==> src/rtl/nlat_pkg.sv <==
// Shared types and constants of the neighbour liveness aging table.
// No dependencies; used by every module of the block.
`default_nettype none

package nlat_pkg;

  localparam int unsigned ADDR_W  = 32;
  localparam int unsigned MISS_W  = 8;
  localparam int unsigned PADDR_W = 3;

  // Item kinds.
  localparam logic [1:0] KIND_SEEN  = 2'd0;
  localparam logic [1:0] KIND_ROUND = 2'd1;
  localparam logic [1:0] KIND_READ  = 2'd2;

  // Status codes for a seen address.
  localparam logic [1:0] STATUS_REFRESH = 2'd0;
  localparam logic [1:0] STATUS_ADDED   = 2'd1;
  localparam logic [1:0] STATUS_FULL    = 2'd2;

  // Register index, taken from the word address bit of paddr.
  localparam logic REG_MAX_MISSES = 1'b0;

  localparam logic [MISS_W-1:0] MAX_MISSES_RESET = 8'd10;
  localparam logic [MISS_W-1:0] MISS_SAT         = 8'hFF;

  typedef struct packed {
    logic [ADDR_W-1:0] addr;
    logic [MISS_W-1:0] miss;
  } entry_t;

  typedef struct packed {
    logic              match;
    logic              free;
    logic              remove;
    logic [MISS_W-1:0] new_miss;
  } step_t;

endpackage

`default_nettype wire

==> src/rtl/nlat_store.sv <==
// Entry store: address and miss count per slot, one write and one read port.
// Depends on nlat_pkg for the entry type.
`default_nettype none

module nlat_store #(
  parameter int unsigned DEPTH = 16,
  parameter int unsigned AW    = 4
) (
  input  wire logic             clk_i,
  input  wire logic             we_i,
  input  wire logic [AW-1:0]    waddr_i,
  input  wire nlat_pkg::entry_t wdata_i,
  input  wire logic [AW-1:0]    raddr_i,
  output nlat_pkg::entry_t      rdata_o
);

  nlat_pkg::entry_t mem_q [DEPTH];
  nlat_pkg::entry_t rdata_q;

  always_ff @(posedge clk_i) begin
    if (we_i) begin
      mem_q[waddr_i] <= wdata_i;
    end
    rdata_q <= mem_q[raddr_i];
  end

  assign rdata_o = rdata_q;

endmodule

`default_nettype wire

==> src/rtl/nlat_step_unit.sv <==
// Shared per-slot unit: address compare, free test and miss count ageing.
// Depends on nlat_pkg for the entry and step result types.
`default_nettype none

module nlat_step_unit (
  input  wire logic [1:0]                  kind_i,
  input  wire logic                        valid_i,
  input  wire logic                        seen_i,
  input  wire nlat_pkg::entry_t            entry_i,
  input  wire logic [nlat_pkg::ADDR_W-1:0] peer_i,
  input  wire logic [nlat_pkg::MISS_W-1:0] max_misses_i,
  output nlat_pkg::step_t                  step_o
);

  logic [nlat_pkg::MISS_W-1:0] miss_inc;

  // The miss count saturates at its top value.
  assign miss_inc = (entry_i.miss == nlat_pkg::MISS_SAT) ? entry_i.miss
                                                         : entry_i.miss + 8'd1;

  always_comb begin
    step_o.match    = valid_i && (kind_i == nlat_pkg::KIND_SEEN) &&
                      (entry_i.addr == peer_i);
    step_o.free     = !valid_i;
    step_o.remove   = valid_i && (kind_i == nlat_pkg::KIND_ROUND) && !seen_i &&
                      (miss_inc > max_misses_i);
    step_o.new_miss = seen_i ? '0 : miss_inc;
  end

endmodule

`default_nettype wire

==> src/rtl/neighbor_liveness_aging_table.sv <==
// Top level of the neighbour liveness aging table: sequencer, flags and ports.
// Depends on nlat_pkg, nlat_store and nlat_step_unit.
//
//   channel   direction  handshake                  payload
//   in        input      in_valid_i / in_ready_o    kind, peer_address, slot_index
//   out       output     out_valid_o / out_ready_i  status, slot_*, removed/live count
//   config    input      APB psel/penable/pready    max_misses at byte address 0
//
// An address seen or an end of round sweeps every slot through one shared
// compare and ageing unit, each slot in the cycle after its registered store
// read. A slot read goes through ST_READ and an unused kind straight to
// ST_FINISH, without a sweep.
// Reset clears all valid and seen flags at once, so no clearing pass is needed.
// A result waits in the output register while the next item is accepted; the
// sequencer only holds in its final state when that register is still full.
`default_nettype none

module neighbor_liveness_aging_table #(
  parameter int unsigned TABLE_DEPTH = 16
) (
  input  wire logic                                   clk_i,
  input  wire logic                                   rst_ni,
  // Input items.
  input  wire logic                                   in_valid_i,
  output logic                                        in_ready_o,
  input  wire logic [1:0]                             kind_i,
  input  wire logic [nlat_pkg::ADDR_W-1:0]            peer_address_i,
  input  wire logic [3:0]                             slot_index_i,
  // Results.
  output logic                                        out_valid_o,
  input  wire logic                                   out_ready_i,
  output logic [1:0]                                  status_o,
  output logic                                        slot_valid_o,
  output logic [nlat_pkg::ADDR_W-1:0]                 slot_address_o,
  output logic [nlat_pkg::MISS_W-1:0]                 slot_misses_o,
  output logic [4:0]                                  removed_count_o,
  output logic [4:0]                                  live_count_o,
  // Configuration port.
  input  wire logic                                   psel,
  input  wire logic                                   penable,
  input  wire logic                                   pwrite,
  input  wire logic [nlat_pkg::PADDR_W-1:0]           paddr,
  input  wire logic [31:0]                            pwdata,
  output logic [31:0]                                 prdata,
  output logic                                        pready
);

  // Slot index width, counter width (holds TABLE_DEPTH itself) and padding
  // widths used to move between those and the fixed port widths.
  localparam int unsigned AW = (TABLE_DEPTH > 1) ? $clog2(TABLE_DEPTH) : 1;
  localparam int unsigned CW = $clog2(TABLE_DEPTH + 1);
  localparam int unsigned XW = (AW > 4) ? AW : 4;
  localparam int unsigned LW = (CW > 5) ? CW : 5;

  typedef enum logic [1:0] {
    ST_IDLE,
    ST_SWEEP,
    ST_READ,
    ST_FINISH
  } state_e;

  state_e                        state_q;
  logic [1:0]                    kind_q;
  logic [nlat_pkg::ADDR_W-1:0]   peer_q;
  logic [AW-1:0]                 idx_q;
  logic                          in_range_q;
  logic [CW-1:0]                 issue_cnt_q;
  logic [AW-1:0]                 proc_idx_q;
  logic                          proc_valid_q;
  logic                          hit_q;
  logic [AW-1:0]                 hit_idx_q;
  logic                          free_found_q;
  logic [AW-1:0]                 free_idx_q;
  logic [CW-1:0]                 removed_q;
  logic [CW-1:0]                 live_q;
  logic [TABLE_DEPTH-1:0]        valid_q;
  logic [TABLE_DEPTH-1:0]        seen_q;
  logic [nlat_pkg::MISS_W-1:0]   max_misses_q;

  logic                          out_valid_q;
  logic [1:0]                    status_q;
  logic                          slot_valid_q;
  logic [nlat_pkg::ADDR_W-1:0]   slot_address_q;
  logic [nlat_pkg::MISS_W-1:0]   slot_misses_q;
  logic [4:0]                    removed_count_q;
  logic [4:0]                    live_count_q;

  logic                          in_xfer;
  logic                          out_free;
  logic                          issue;
  logic                          cfg_write;
  logic [XW-1:0]                 idx_ext;
  logic [AW-1:0]                 idx_in;
  logic                          idx_in_range;
  logic [AW-1:0]                 rd_addr;
  logic                          wr_en;
  logic [AW-1:0]                 wr_addr;
  nlat_pkg::entry_t              wr_data;
  nlat_pkg::entry_t              rd_data;
  nlat_pkg::step_t               step;
  logic                          add_now;
  logic [CW-1:0]                 live_fin;
  logic [LW-1:0]                 live_fin_w;
  logic [LW-1:0]                 live_now_w;
  logic [LW-1:0]                 removed_w;
  logic                          read_hit;

  assign in_ready_o = (state_q == ST_IDLE);
  assign in_xfer    = in_valid_i && in_ready_o;
  assign out_free   = !out_valid_q || out_ready_i;
  assign cfg_write  = psel && penable && pwrite;

  // APB side: always ready, one register in the word at address 0.
  assign pready = 1'b1;
  assign prdata = (paddr[2] == nlat_pkg::REG_MAX_MISSES) ? {24'b0, max_misses_q} : '0;

  // The slot index of a read is widened or cut to the table's index width.
  // Out-of-range indices are stored as zero and flagged.
  assign idx_ext      = XW'(slot_index_i);
  assign idx_in_range = (32'(slot_index_i) < TABLE_DEPTH);
  assign idx_in       = idx_in_range ? idx_ext[AW-1:0] : '0;

  // The sweep issues a store read for slot issue_cnt_q and processes the
  // previous slot, whose data has just come out of the store. A slot read keeps
  // its own address on the store so that the data survives an output stall.
  assign issue   = (issue_cnt_q < CW'(TABLE_DEPTH));
  assign rd_addr = (state_q == ST_IDLE) ? idx_in
                 : (state_q == ST_READ) ? idx_q
                 : (issue ? issue_cnt_q[AW-1:0] : '0);

  nlat_store #(
    .DEPTH (TABLE_DEPTH),
    .AW    (AW)
  ) u_nlat_store (
    .clk_i   (clk_i),
    .we_i    (wr_en),
    .waddr_i (wr_addr),
    .wdata_i (wr_data),
    .raddr_i (rd_addr),
    .rdata_o (rd_data)
  );

  nlat_step_unit u_nlat_step_unit (
    .kind_i       (kind_q),
    .valid_i      (valid_q[proc_idx_q]),
    .seen_i       (seen_q[proc_idx_q]),
    .entry_i      (rd_data),
    .peer_i       (peer_q),
    .max_misses_i (max_misses_q),
    .step_o       (step)
  );

  // A new address is placed once the sweep found no match but a free slot.
  assign add_now = (kind_q == nlat_pkg::KIND_SEEN) && !hit_q && free_found_q;

  // Store writes: the aged miss count during an end-of-round sweep, or the
  // new entry when the result of a seen address is handed to the output.
  always_comb begin
    wr_en   = 1'b0;
    wr_addr = proc_idx_q;
    wr_data = '{addr: rd_data.addr, miss: step.new_miss};
    if (state_q == ST_SWEEP && proc_valid_q && kind_q == nlat_pkg::KIND_ROUND &&
        valid_q[proc_idx_q]) begin
      wr_en = 1'b1;
    end else if (state_q == ST_FINISH && out_free && add_now) begin
      wr_en   = 1'b1;
      wr_addr = free_idx_q;
      wr_data = '{addr: peer_q, miss: '0};
    end
  end

  assign live_fin   = add_now ? live_q + CW'(1) : live_q;
  assign live_fin_w = LW'(live_fin);
  assign live_now_w = LW'(live_q);
  assign removed_w  = LW'(removed_q);
  assign read_hit   = in_range_q && valid_q[idx_q];

  always_ff @(posedge clk_i or negedge rst_ni) begin
    if (!rst_ni) begin
      state_q         <= ST_IDLE;
      kind_q          <= nlat_pkg::KIND_SEEN;
      peer_q          <= '0;
      idx_q           <= '0;
      in_range_q      <= 1'b0;
      valid_q         <= '0;
      seen_q          <= '0;
      live_q          <= '0;
      removed_q       <= '0;
      issue_cnt_q     <= '0;
      proc_idx_q      <= '0;
      proc_valid_q    <= 1'b0;
      hit_q           <= 1'b0;
      hit_idx_q       <= '0;
      free_found_q    <= 1'b0;
      free_idx_q      <= '0;
      max_misses_q    <= nlat_pkg::MAX_MISSES_RESET;
      out_valid_q     <= 1'b0;
      status_q        <= nlat_pkg::STATUS_REFRESH;
      slot_valid_q    <= 1'b0;
      slot_address_q  <= '0;
      slot_misses_q   <= '0;
      removed_count_q <= '0;
      live_count_q    <= '0;
    end else begin
      if (cfg_write && pready && paddr[2] == nlat_pkg::REG_MAX_MISSES) begin
        max_misses_q <= pwdata[7:0];
      end

      if (out_valid_q && out_ready_i) begin
        out_valid_q <= 1'b0;
      end

      case (state_q)
        ST_IDLE: begin
          if (in_xfer) begin
            kind_q       <= kind_i;
            peer_q       <= peer_address_i;
            idx_q        <= idx_in;
            in_range_q   <= idx_in_range;
            issue_cnt_q  <= '0;
            proc_valid_q <= 1'b0;
            hit_q        <= 1'b0;
            free_found_q <= 1'b0;
            removed_q    <= '0;
            case (kind_i)
              nlat_pkg::KIND_SEEN,
              nlat_pkg::KIND_ROUND: state_q <= ST_SWEEP;
              nlat_pkg::KIND_READ:  state_q <= ST_READ;
              default:              state_q <= ST_FINISH;
            endcase
          end
        end

        ST_SWEEP: begin
          proc_valid_q <= issue;
          proc_idx_q   <= issue_cnt_q[AW-1:0];
          if (issue) begin
            issue_cnt_q <= issue_cnt_q + CW'(1);
          end
          if (proc_valid_q) begin
            if (kind_q == nlat_pkg::KIND_SEEN) begin
              // Keep the lowest matching slot and the lowest free slot.
              if (step.match && !hit_q) begin
                hit_q     <= 1'b1;
                hit_idx_q <= proc_idx_q;
              end
              if (step.free && !free_found_q) begin
                free_found_q <= 1'b1;
                free_idx_q   <= proc_idx_q;
              end
            end else if (step.remove) begin
              valid_q[proc_idx_q] <= 1'b0;
              removed_q           <= removed_q + CW'(1);
              live_q              <= live_q - CW'(1);
            end
          end
          if (!proc_valid_q && !issue) begin
            state_q <= ST_FINISH;
          end
        end

        ST_READ: begin
          if (out_free) begin
            out_valid_q     <= 1'b1;
            status_q        <= nlat_pkg::STATUS_REFRESH;
            slot_valid_q    <= read_hit;
            slot_address_q  <= read_hit ? rd_data.addr : '0;
            slot_misses_q   <= read_hit ? rd_data.miss : '0;
            removed_count_q <= '0;
            live_count_q    <= live_now_w[4:0];
            state_q         <= ST_IDLE;
          end
        end

        ST_FINISH: begin
          if (out_free) begin
            out_valid_q     <= 1'b1;
            status_q        <= nlat_pkg::STATUS_REFRESH;
            slot_valid_q    <= 1'b0;
            slot_address_q  <= '0;
            slot_misses_q   <= '0;
            removed_count_q <= '0;
            live_count_q    <= live_fin_w[4:0];
            case (kind_q)
              nlat_pkg::KIND_SEEN: begin
                if (hit_q) begin
                  seen_q[hit_idx_q] <= 1'b1;
                end else if (free_found_q) begin
                  // A new entry counts as seen in the round it arrives.
                  valid_q[free_idx_q] <= 1'b1;
                  seen_q[free_idx_q]  <= 1'b1;
                  live_q              <= live_fin;
                  status_q            <= nlat_pkg::STATUS_ADDED;
                end else begin
                  status_q <= nlat_pkg::STATUS_FULL;
                end
              end
              nlat_pkg::KIND_ROUND: begin
                seen_q          <= '0;
                removed_count_q <= removed_w[4:0];
              end
              default: begin
              end
            endcase
            state_q <= ST_IDLE;
          end
        end

        default: state_q <= ST_IDLE;
      endcase
    end
  end

  assign out_valid_o     = out_valid_q;
  assign status_o        = status_q;
  assign slot_valid_o    = slot_valid_q;
  assign slot_address_o  = slot_address_q;
  assign slot_misses_o   = slot_misses_q;
  assign removed_count_o = removed_count_q;
  assign live_count_o    = live_count_q;

endmodule

`default_nettype wire

==> config.mk <==
export PLATFORM = sky130hd
export DESIGN_NAME = neighbor_liveness_aging_table
export DESIGN_NICKNAME = d
export VERILOG_FILES = /design/src/rtl/nlat_pkg.sv /design/src/rtl/nlat_store.sv /design/src/rtl/nlat_step_unit.sv /design/src/rtl/neighbor_liveness_aging_table.sv
export SDC_FILE = /design/constraint.sdc
export NUM_CORES = 1
export LEC_CHECK = 0
export BUFFER_PORTS_ARGS = -buffer_cell sky130_fd_sc_hd__buf_2
export CAP_MARGIN = 20
export CORE_AREA = 2 2 318 257
export CTS_BUF_LIST = sky130_fd_sc_hd__clkbuf_8
export CTS_CLUSTER_SIZE = 14
export DETAILED_ROUTE_END_ITERATION = 7
export DIE_AREA = 0 0 320 259
export GPL_TIMING_DRIVEN = 0
export PLACE_DENSITY_LB_ADDON = 0.12
export SETUP_SLACK_MARGIN = 0.02
export SYNTH_ARGS = -nofsm -noshare
export SYNTH_HDL_FRONTEND = slang
export SYNTH_SLANG_ARGS = --single-unit
==> constraint.sdc <==
create_clock -name clk_i -period 4.5 [get_ports clk_i]
set_input_delay 0.9 -clock clk_i [delete_from_list [all_inputs] [get_ports clk_i]]
set_output_delay 0.9 -clock clk_i [all_outputs]
set_load 0.05 [all_outputs]
[Word-level counts from Yosys, hierarchy flattened]
Memories as Yosys holds them, arrays and structs flattened. A register that Yosys moved wholly into a read port is not among the register bits.
Index checks and enable logic that the tools add are counted.
Widths: inputs -> output; s select.
Cells by class
  add/sub/neg operators: 5
  magnitude comparators: 9
  eq/ne operators: 24
  muxes and demuxes: 94
  bitwise logic cells: 6
  reduce and logical (&&, ||, !) cells: 53
Operators by type and width (count)
  $mux 16: 9
  $mux 32: 3
  $mux 5: 18
  $mux 40: 2
  $pmux 16 s2: 2
  $pmux 32 s2: 1
  $pmux 5 s2: 5
  $mux 8: 6
  $or 16x16->16: 3
  $eq 32x32->1: 1
  $logic_and 1x1->1: 24
  $mux 1: 22
  $lt 4x5->1 const B: 4
  $mux 4: 5
  $ne 2x2->1 const B: 10
  $and 16x16->16: 1
  $not 16->16: 1
  $pmux 8 s2: 1
  $add 5x1->5 const B: 3
  $reduce_and 5->1: 3
  $mux 2: 7
  $bmux 1 s4: 3
  $demux 1 s4: 3
  $ge 4x1->1 const B: 3
  other kinds (22): 51
Word-level totals
  register bits after elaboration: 165
  bits in writable memories: 640
  bits of input ports: 80
  output and inout port bits: 88
  word-level logic and storage cells: 216
  memories: 1
Memories
  u_nlat_store.mem_q: depth 16, width 40, rd ports 1, clocked after memory_dff 1, wr ports 1, RTL line nlat_store.sv:17  | nlat_pkg::entry_t mem_q [DEPTH];

[Longest topological paths before layout]
  word-level depth: 10
  mapped depth: 13
  depth with buffers taken out: 12

[Modules after synthesis]
Synthesis repeated with hierarchy kept, for this count alone.
Unflattened totals
  cell total of the unflattened synthesis: 2028
  area, all modules: 34515.6 um^2
Modules (own cells, without submodules)
  nlat_store: times used 1, cells an instance 1040, area an instance 25131.6 um^2, seq. area each 20019.2 um^2
  neighbor_liveness_aging_table: times used 1, cells an instance 881, area an instance 8574.5 um^2, seq. area each 4131.5 um^2
  nlat_step_unit: times used 1, cells an instance 107, area an instance 809.5 um^2, seq. area each 0.0 um^2

[Worst setup path after synthesis]
OpenSTA, ideal clock, no wires.
  path type: input -> register
  from: input out_ready_i
  to: memory u_nlat_store.mem_q[15][0] in the netlist's numbering, enable pin
  library setup time: 0.487 ns
  data arrival time: 4.758 ns
  required time: 4.013 ns
  path slack: -0.745 ns
  stages on the path: 6
  path buffers: 2
  cell sequence: nand2b_1 nand3_1 clkbuf_1 buf_2 a31oi_1 nor3_1
Between the ends
  cells in the longest elaborated chain, start to end: 7
  elaborated cells between the ends (all ways): 9
  classes of those cells: mux (6); reduce/logical (3)
Ends and longest elaborated chain
  start, declared: RTL line neighbor_liveness_aging_table.sv:31  | input wire logic out_ready_i,
  $logic_or 1x1->1 *: RTL line neighbor_liveness_aging_table.sv:110  | assign out_free = !out_valid_q || out_ready_i;
  $logic_and 1x1->1 * (2 in series): RTL line neighbor_liveness_aging_table.sv:165  | end else if (state_q == ST_FINISH && out_free && add_now) begin
  $mux 1: RTL line neighbor_liveness_aging_table.sv:165
  $mux 1: RTL line neighbor_liveness_aging_table.sv:162  | if (state_q == ST_SWEEP && proc_valid_q && kind_q == nlat_pkg::KIND_ROUND &&
  $mux 1: RTL line nlat_store.sv:21  | if (we_i) begin
  $mux 1 (not written as such): RTL line nlat_store.sv:22  | mem_q[waddr_i] <= wdata_i;
  end, declared: RTL line nlat_store.sv:17
Every way passes the cells marked *; elsewhere a longest branch is shown, timed or not.

[Final worst setup path]
  from: register state_q[0]
  to: memory u_nlat_store.mem_q[1][18] in the netlist's numbering, enable pin
Between the ends
  cells in the longest elaborated chain, start to end: 7
  elaborated cells between the ends (all ways): 13
  classes of those cells: eq/ne (2); mux (6); reduce/logical (5)
Ends and longest elaborated chain
  start, declared: RTL line neighbor_liveness_aging_table.sv:62  | state_e state_q;
  start signal, assigned: RTL line neighbor_liveness_aging_table.sv:180  | state_q <= ST_IDLE;
  start signal, assigned: RTL line neighbor_liveness_aging_table.sv:227  | nlat_pkg::KIND_ROUND: state_q <= ST_SWEEP;
  start signal, assigned: RTL line neighbor_liveness_aging_table.sv:228  | nlat_pkg::KIND_READ: state_q <= ST_READ;
  $eq 2x2->1 / $eq 2x1->1 (equally long branches): RTL line neighbor_liveness_aging_table.sv:165, neighbor_liveness_aging_table.sv:162
  $logic_and 1x1->1, on equally long branches (2 in series): RTL line neighbor_liveness_aging_table.sv:165, neighbor_liveness_aging_table.sv:162
  $mux 1 / $logic_and 1x1->1 (equally long branches): RTL line neighbor_liveness_aging_table.sv:165, neighbor_liveness_aging_table.sv:162
  $mux 1: RTL line neighbor_liveness_aging_table.sv:162
  $mux 1: RTL line nlat_store.sv:21
  $mux 1 (not written as such): RTL line nlat_store.sv:22
Parallel ways exist; a longest one is shown, timed or not.

==> results by group <==
Timing
  – Endpoints failing hold: 0
  – Slew Viols, Final: 0
  – Final period utilization: 98.7%
  – Relative slew slack: 18.0%
  – Max Clock Freq: 225 MHz
  – Final critical-path required period: 4.44 ns
  – Final hold slack: 0.0954 ns
  – Clk_skew: 0.0390 ns
  – Final setup vio count: 0
  – Unrepaired setup endpoints after global routing: true
  – Worst Tran Pin Value: 1.22 ns

CTS
  – CTS tree: built
  – Clock sink total: 845
  – Clock Tree Buf Depth: 3
  – Clock transition at the registers of the reported paths: 0.06 ns
  – Post-CTS sizing: 0
  – # Post-CTS Setup Buffers: 0
  – Clk_lat worst skew: 0.81 ns
  – # hold bufs at CTS: 0
  – CTS HTree Levels: 4
  – Num CTS Buffers: 138
  – CTS root buffer: clkbuf_8

Setup path
  – Worst path top cell family by delay: buffers and inverters
  – Setup CP Type: register to register
  – Worst reg2reg path startpoint: state_q[0]$_DFFE_PN0P_
  – Buf+Inv Stages, Crit Path: 7
  – Crit path arrival time: 4.94 ns
  – Maximum fanout along the worst path: 10
  – CP Data Required Time: 4.99 ns
  – Worst setup path startpoint: state_q[0]$_DFFE_PN0P_
  – Worst-path cell with the longest stage delay: clkbuf_1
  – Crit. End Element: register
  – Crit-path cells: buf_2, and2_1, buf_2, nand3_1, clkbuf_1, clkbuf_1, a21oi_1, nor3_2, buf_6, buf_4, buf_6
  – Slowest cell delay on critical path: 0.76 ns
  – Crit start category: register

GRT
  – Gr ovfl total: 0
  – Vias in the first global route: 21.5k
  – Initial antenna violation count: 4
  – Tot GR Track Use: 23.5%
  – Largest net degree at the start of global routing: 85
  – First-pass GRT wire length: 141 mm

Yosys
  – Syn_area_per_cell: 15.2 um^2
  – Synth cell types: 65
  – Area share of the largest cell type after synthesis: 54.1%
  – Seq/Total Area, Yosys: 68.0%
  – Post-synthesis register bit count: 845
  – Cell Area, Synth: 0.0355 mm^2
  – Cells after Synth: 2337
  – Asr flop ratio synth: 19.5%
  – Area leader, netlist: edfxtp_1
  – EDFF count, synth: 640
  – Largest cells by area after synthesis: edfxtp_1, mux2i_1, dfrtp_1, nand2_1, dfxtp_1
  – Syn. warnings: 0
  – Synth Flop Type: edfxtp_1

Detailed routing
  – DR iter-0 viols: 2026
  – Via density: 5.43
  – Detailed Routing Iterations Pass 1: 6
  – WL per Instance: 25.2 um
  – Total wire length: 96.7 mm
  – Via count: 20.9k
  – Post-route ant nets: 0
  – Number of remaining DRC errors: 0

Floorplan
  – Starting Density: 44.5%
  – Rows: 93
  – Ports: 168
  – Core area: 0.0798 mm^2
  – Chip height: 259 um
  – Die Wd: 320 um
  – Die area: 0.0829 mm^2

Place
  – Final HPWL DP: 67.9 mm
  – Post-Place Cells: 3591
  – GP Congestion: 0.908
  – Port bufs: 115

Pwr
  – Total Power: 28600 uW
  – Power Dens Cells: 690 mW/mm^2
  – Leak pwr: 0.0170 uW
  – Peak VDD IR: 0.383 mV

Layout
  – Multi-input gate area: 0.0107 mm^2
  – Layout cells sized above 1: 18.7%
  – FILL cells: 6693
  – Area occupied by registers: 0.0242 mm^2
  – Final cell count without fillers: 3846
  – Final nets: 2781
  – Area growth, synth to finish: 16.7%

Status
  – Status: completed

Min path
  – HP Class: input port to asynchronous set/reset pin

Run
  – Max Cap Viol: 0
[cell usage in the layout (no fill, tap or decap), types with 7 or more instances in the layout]
cell and instances:
clkinv_1 16, nand3_1 18, xor2_1 18, mux2_2 24
o21ai_0 11, ha_1 13, and3_1 16, edfxtp_1 640
dfxtp_1 40, a22o_1 51, buf_1 14, buf_4 43
o22ai_1 18, clkinv_2 10, buf_6 38, buf_16 18
conb_1 25, nand4_1 19, mux2i_1 609, nand3b_1 11
mux4_2 8, a21o_1 7, nor3_2 7, a21oi_1 39
nor2b_1 16, nand2_1 257, nor2_1 57, nand2b_1 10
clkbuf_8 160, clkbuf_1 51, buf_2 161, nor3_1 8
inv_1 64, dfrtp_1 163, buf_8 18, xnor2_1 21
nor3_4 9, a31oi_1 10
[kinds of logic after synthesis]
kind of cell	count (synthesis)	synth area share (%)
AO/OA/AOI/OAI	173	3.59
XOR/XNOR	39	0.962
adder cells (fa/ha/maj)	13	0.458
buffers and inverters	165	2.46
flip-flops	845	68.0
multiplexers	644	18.7
other	2	0.0212
AND/OR/NAND/NOR	456	5.81
[final timing paths]
kind | end | slack (ns) | depth (start not counted)
min in group clk_i | peer_q[25]$_DFFE_PN0P_ | 0.29 | 3
worst max register to register | u_nlat_store.mem_q[1][18]$_DFFE_PP_ | 0.06 | 11
worst max-delay path | u_nlat_store.mem_q[1][18]$_DFFE_PP_ | 0.06 | 11
worst min-delay path | seen_q[3]$_DFFE_PN0P_ | 0.1 | 1
max in group asynchronous | slot_misses_o[7]$_DFFE_PN0P_ | 3.49 | 2
worst min register to register | in_range_q$_DFFE_PN0P_ | 0.47 | 1
[flip-flops by register name (all words and copies together) (netlist names), 5 cells and up]
| name | flops |
|---|---|
| issue_cnt_q | 5 |
| live_count_o | 5 |
| live_now_w | 5 |
| max_misses_q | 8 |
| peer_q | 32 |
| removed_count_o | 5 |
| removed_q | 5 |
| seen_q | 16 |
| slot_address_o | 32 |
| slot_misses_o | 8 |
| u_nlat_store.mem_q | 640 |
| u_nlat_store.rdata_o | 40 |
| valid_q | 16 |
[through the flow]
step                 TNS, ns  utilization [%]  worst slack, ns  cell area (um^2)
floorplan            -206.79                -           -0.745             35600
global placement    -2450.59             47.0            -5.65             37500
detailed placement    -22.74             48.5           -0.370             38700
CTS                        0             51.9            0.121             41400
global route          -0.825             51.9          -0.0429             41400
finish                     0             51.9           0.0571             41400
[final cells by class]
class | count | area share (%)
sequential | 845 | 58.3
multi-input combinational | 1350 | 25.8
clock buffer | 160 | 5.32
timing repair buffer | 188 | 4.18
tap | 1045 | 3.16
buffer | 155 | 2.02
clock inverter | 92 | 1.08
inverter | 10 | 0.0906
antenna | 1 | 0.00604
[Yosys cell counts, types with 3 or more instances]
master,number
dfxtp_1,40
nor2b_1,16
mux2i_1,609
o21a_1,4
mux4_2,8
dfrtp_1,163
mux2_2,24
inv_1,10
nand3b_1,11
o2bb2ai_1,4
xor2_1,18
buf_2,45
or3_1,4
buf_1,14
o211a_1,3
clkbuf_1,51
a21oi_1,39
nand2_1,257
o21ai_0,11
o32a_1,3
nand2b_1,10
buf_6,8
buf_4,37
ha_1,13
nor4_1,5
mux4_1,3
nor2_1,57
nand3_1,18
a22o_1,51
nor3_1,24
a32o_1,3
o211ai_1,5
nand4_1,19
and3_1,16
xnor2_1,21
a21o_1,7
edfxtp_1,640
and2_1,5
o22ai_1,18
a31oi_1,10
[power by group]
| part | internal, uW | switching, uW |
|---|---|---|
| registers | 10300 | 781 |
| logic | 3850 | 7230 |
| clock network | 3320 | 3060 |
| total | 17500 | 11100 |
[routing by layer]
| layer | global-route usage (%) | up-vias | share of wire, % |
|---|---|---|---|
| met5 | 0 | - | 0.036 |
| met4 | 8.27 | 6 | 2.6 |
| met2 | 35.7 | 730 | 45 |
| met3 | 5.55 | 141 | 6.9 |
| li1 | - | 9463 | - |
| met1 | 33.3 | 10500 | 45 |
No activity file was read; power rests on OpenSTA's default activity.
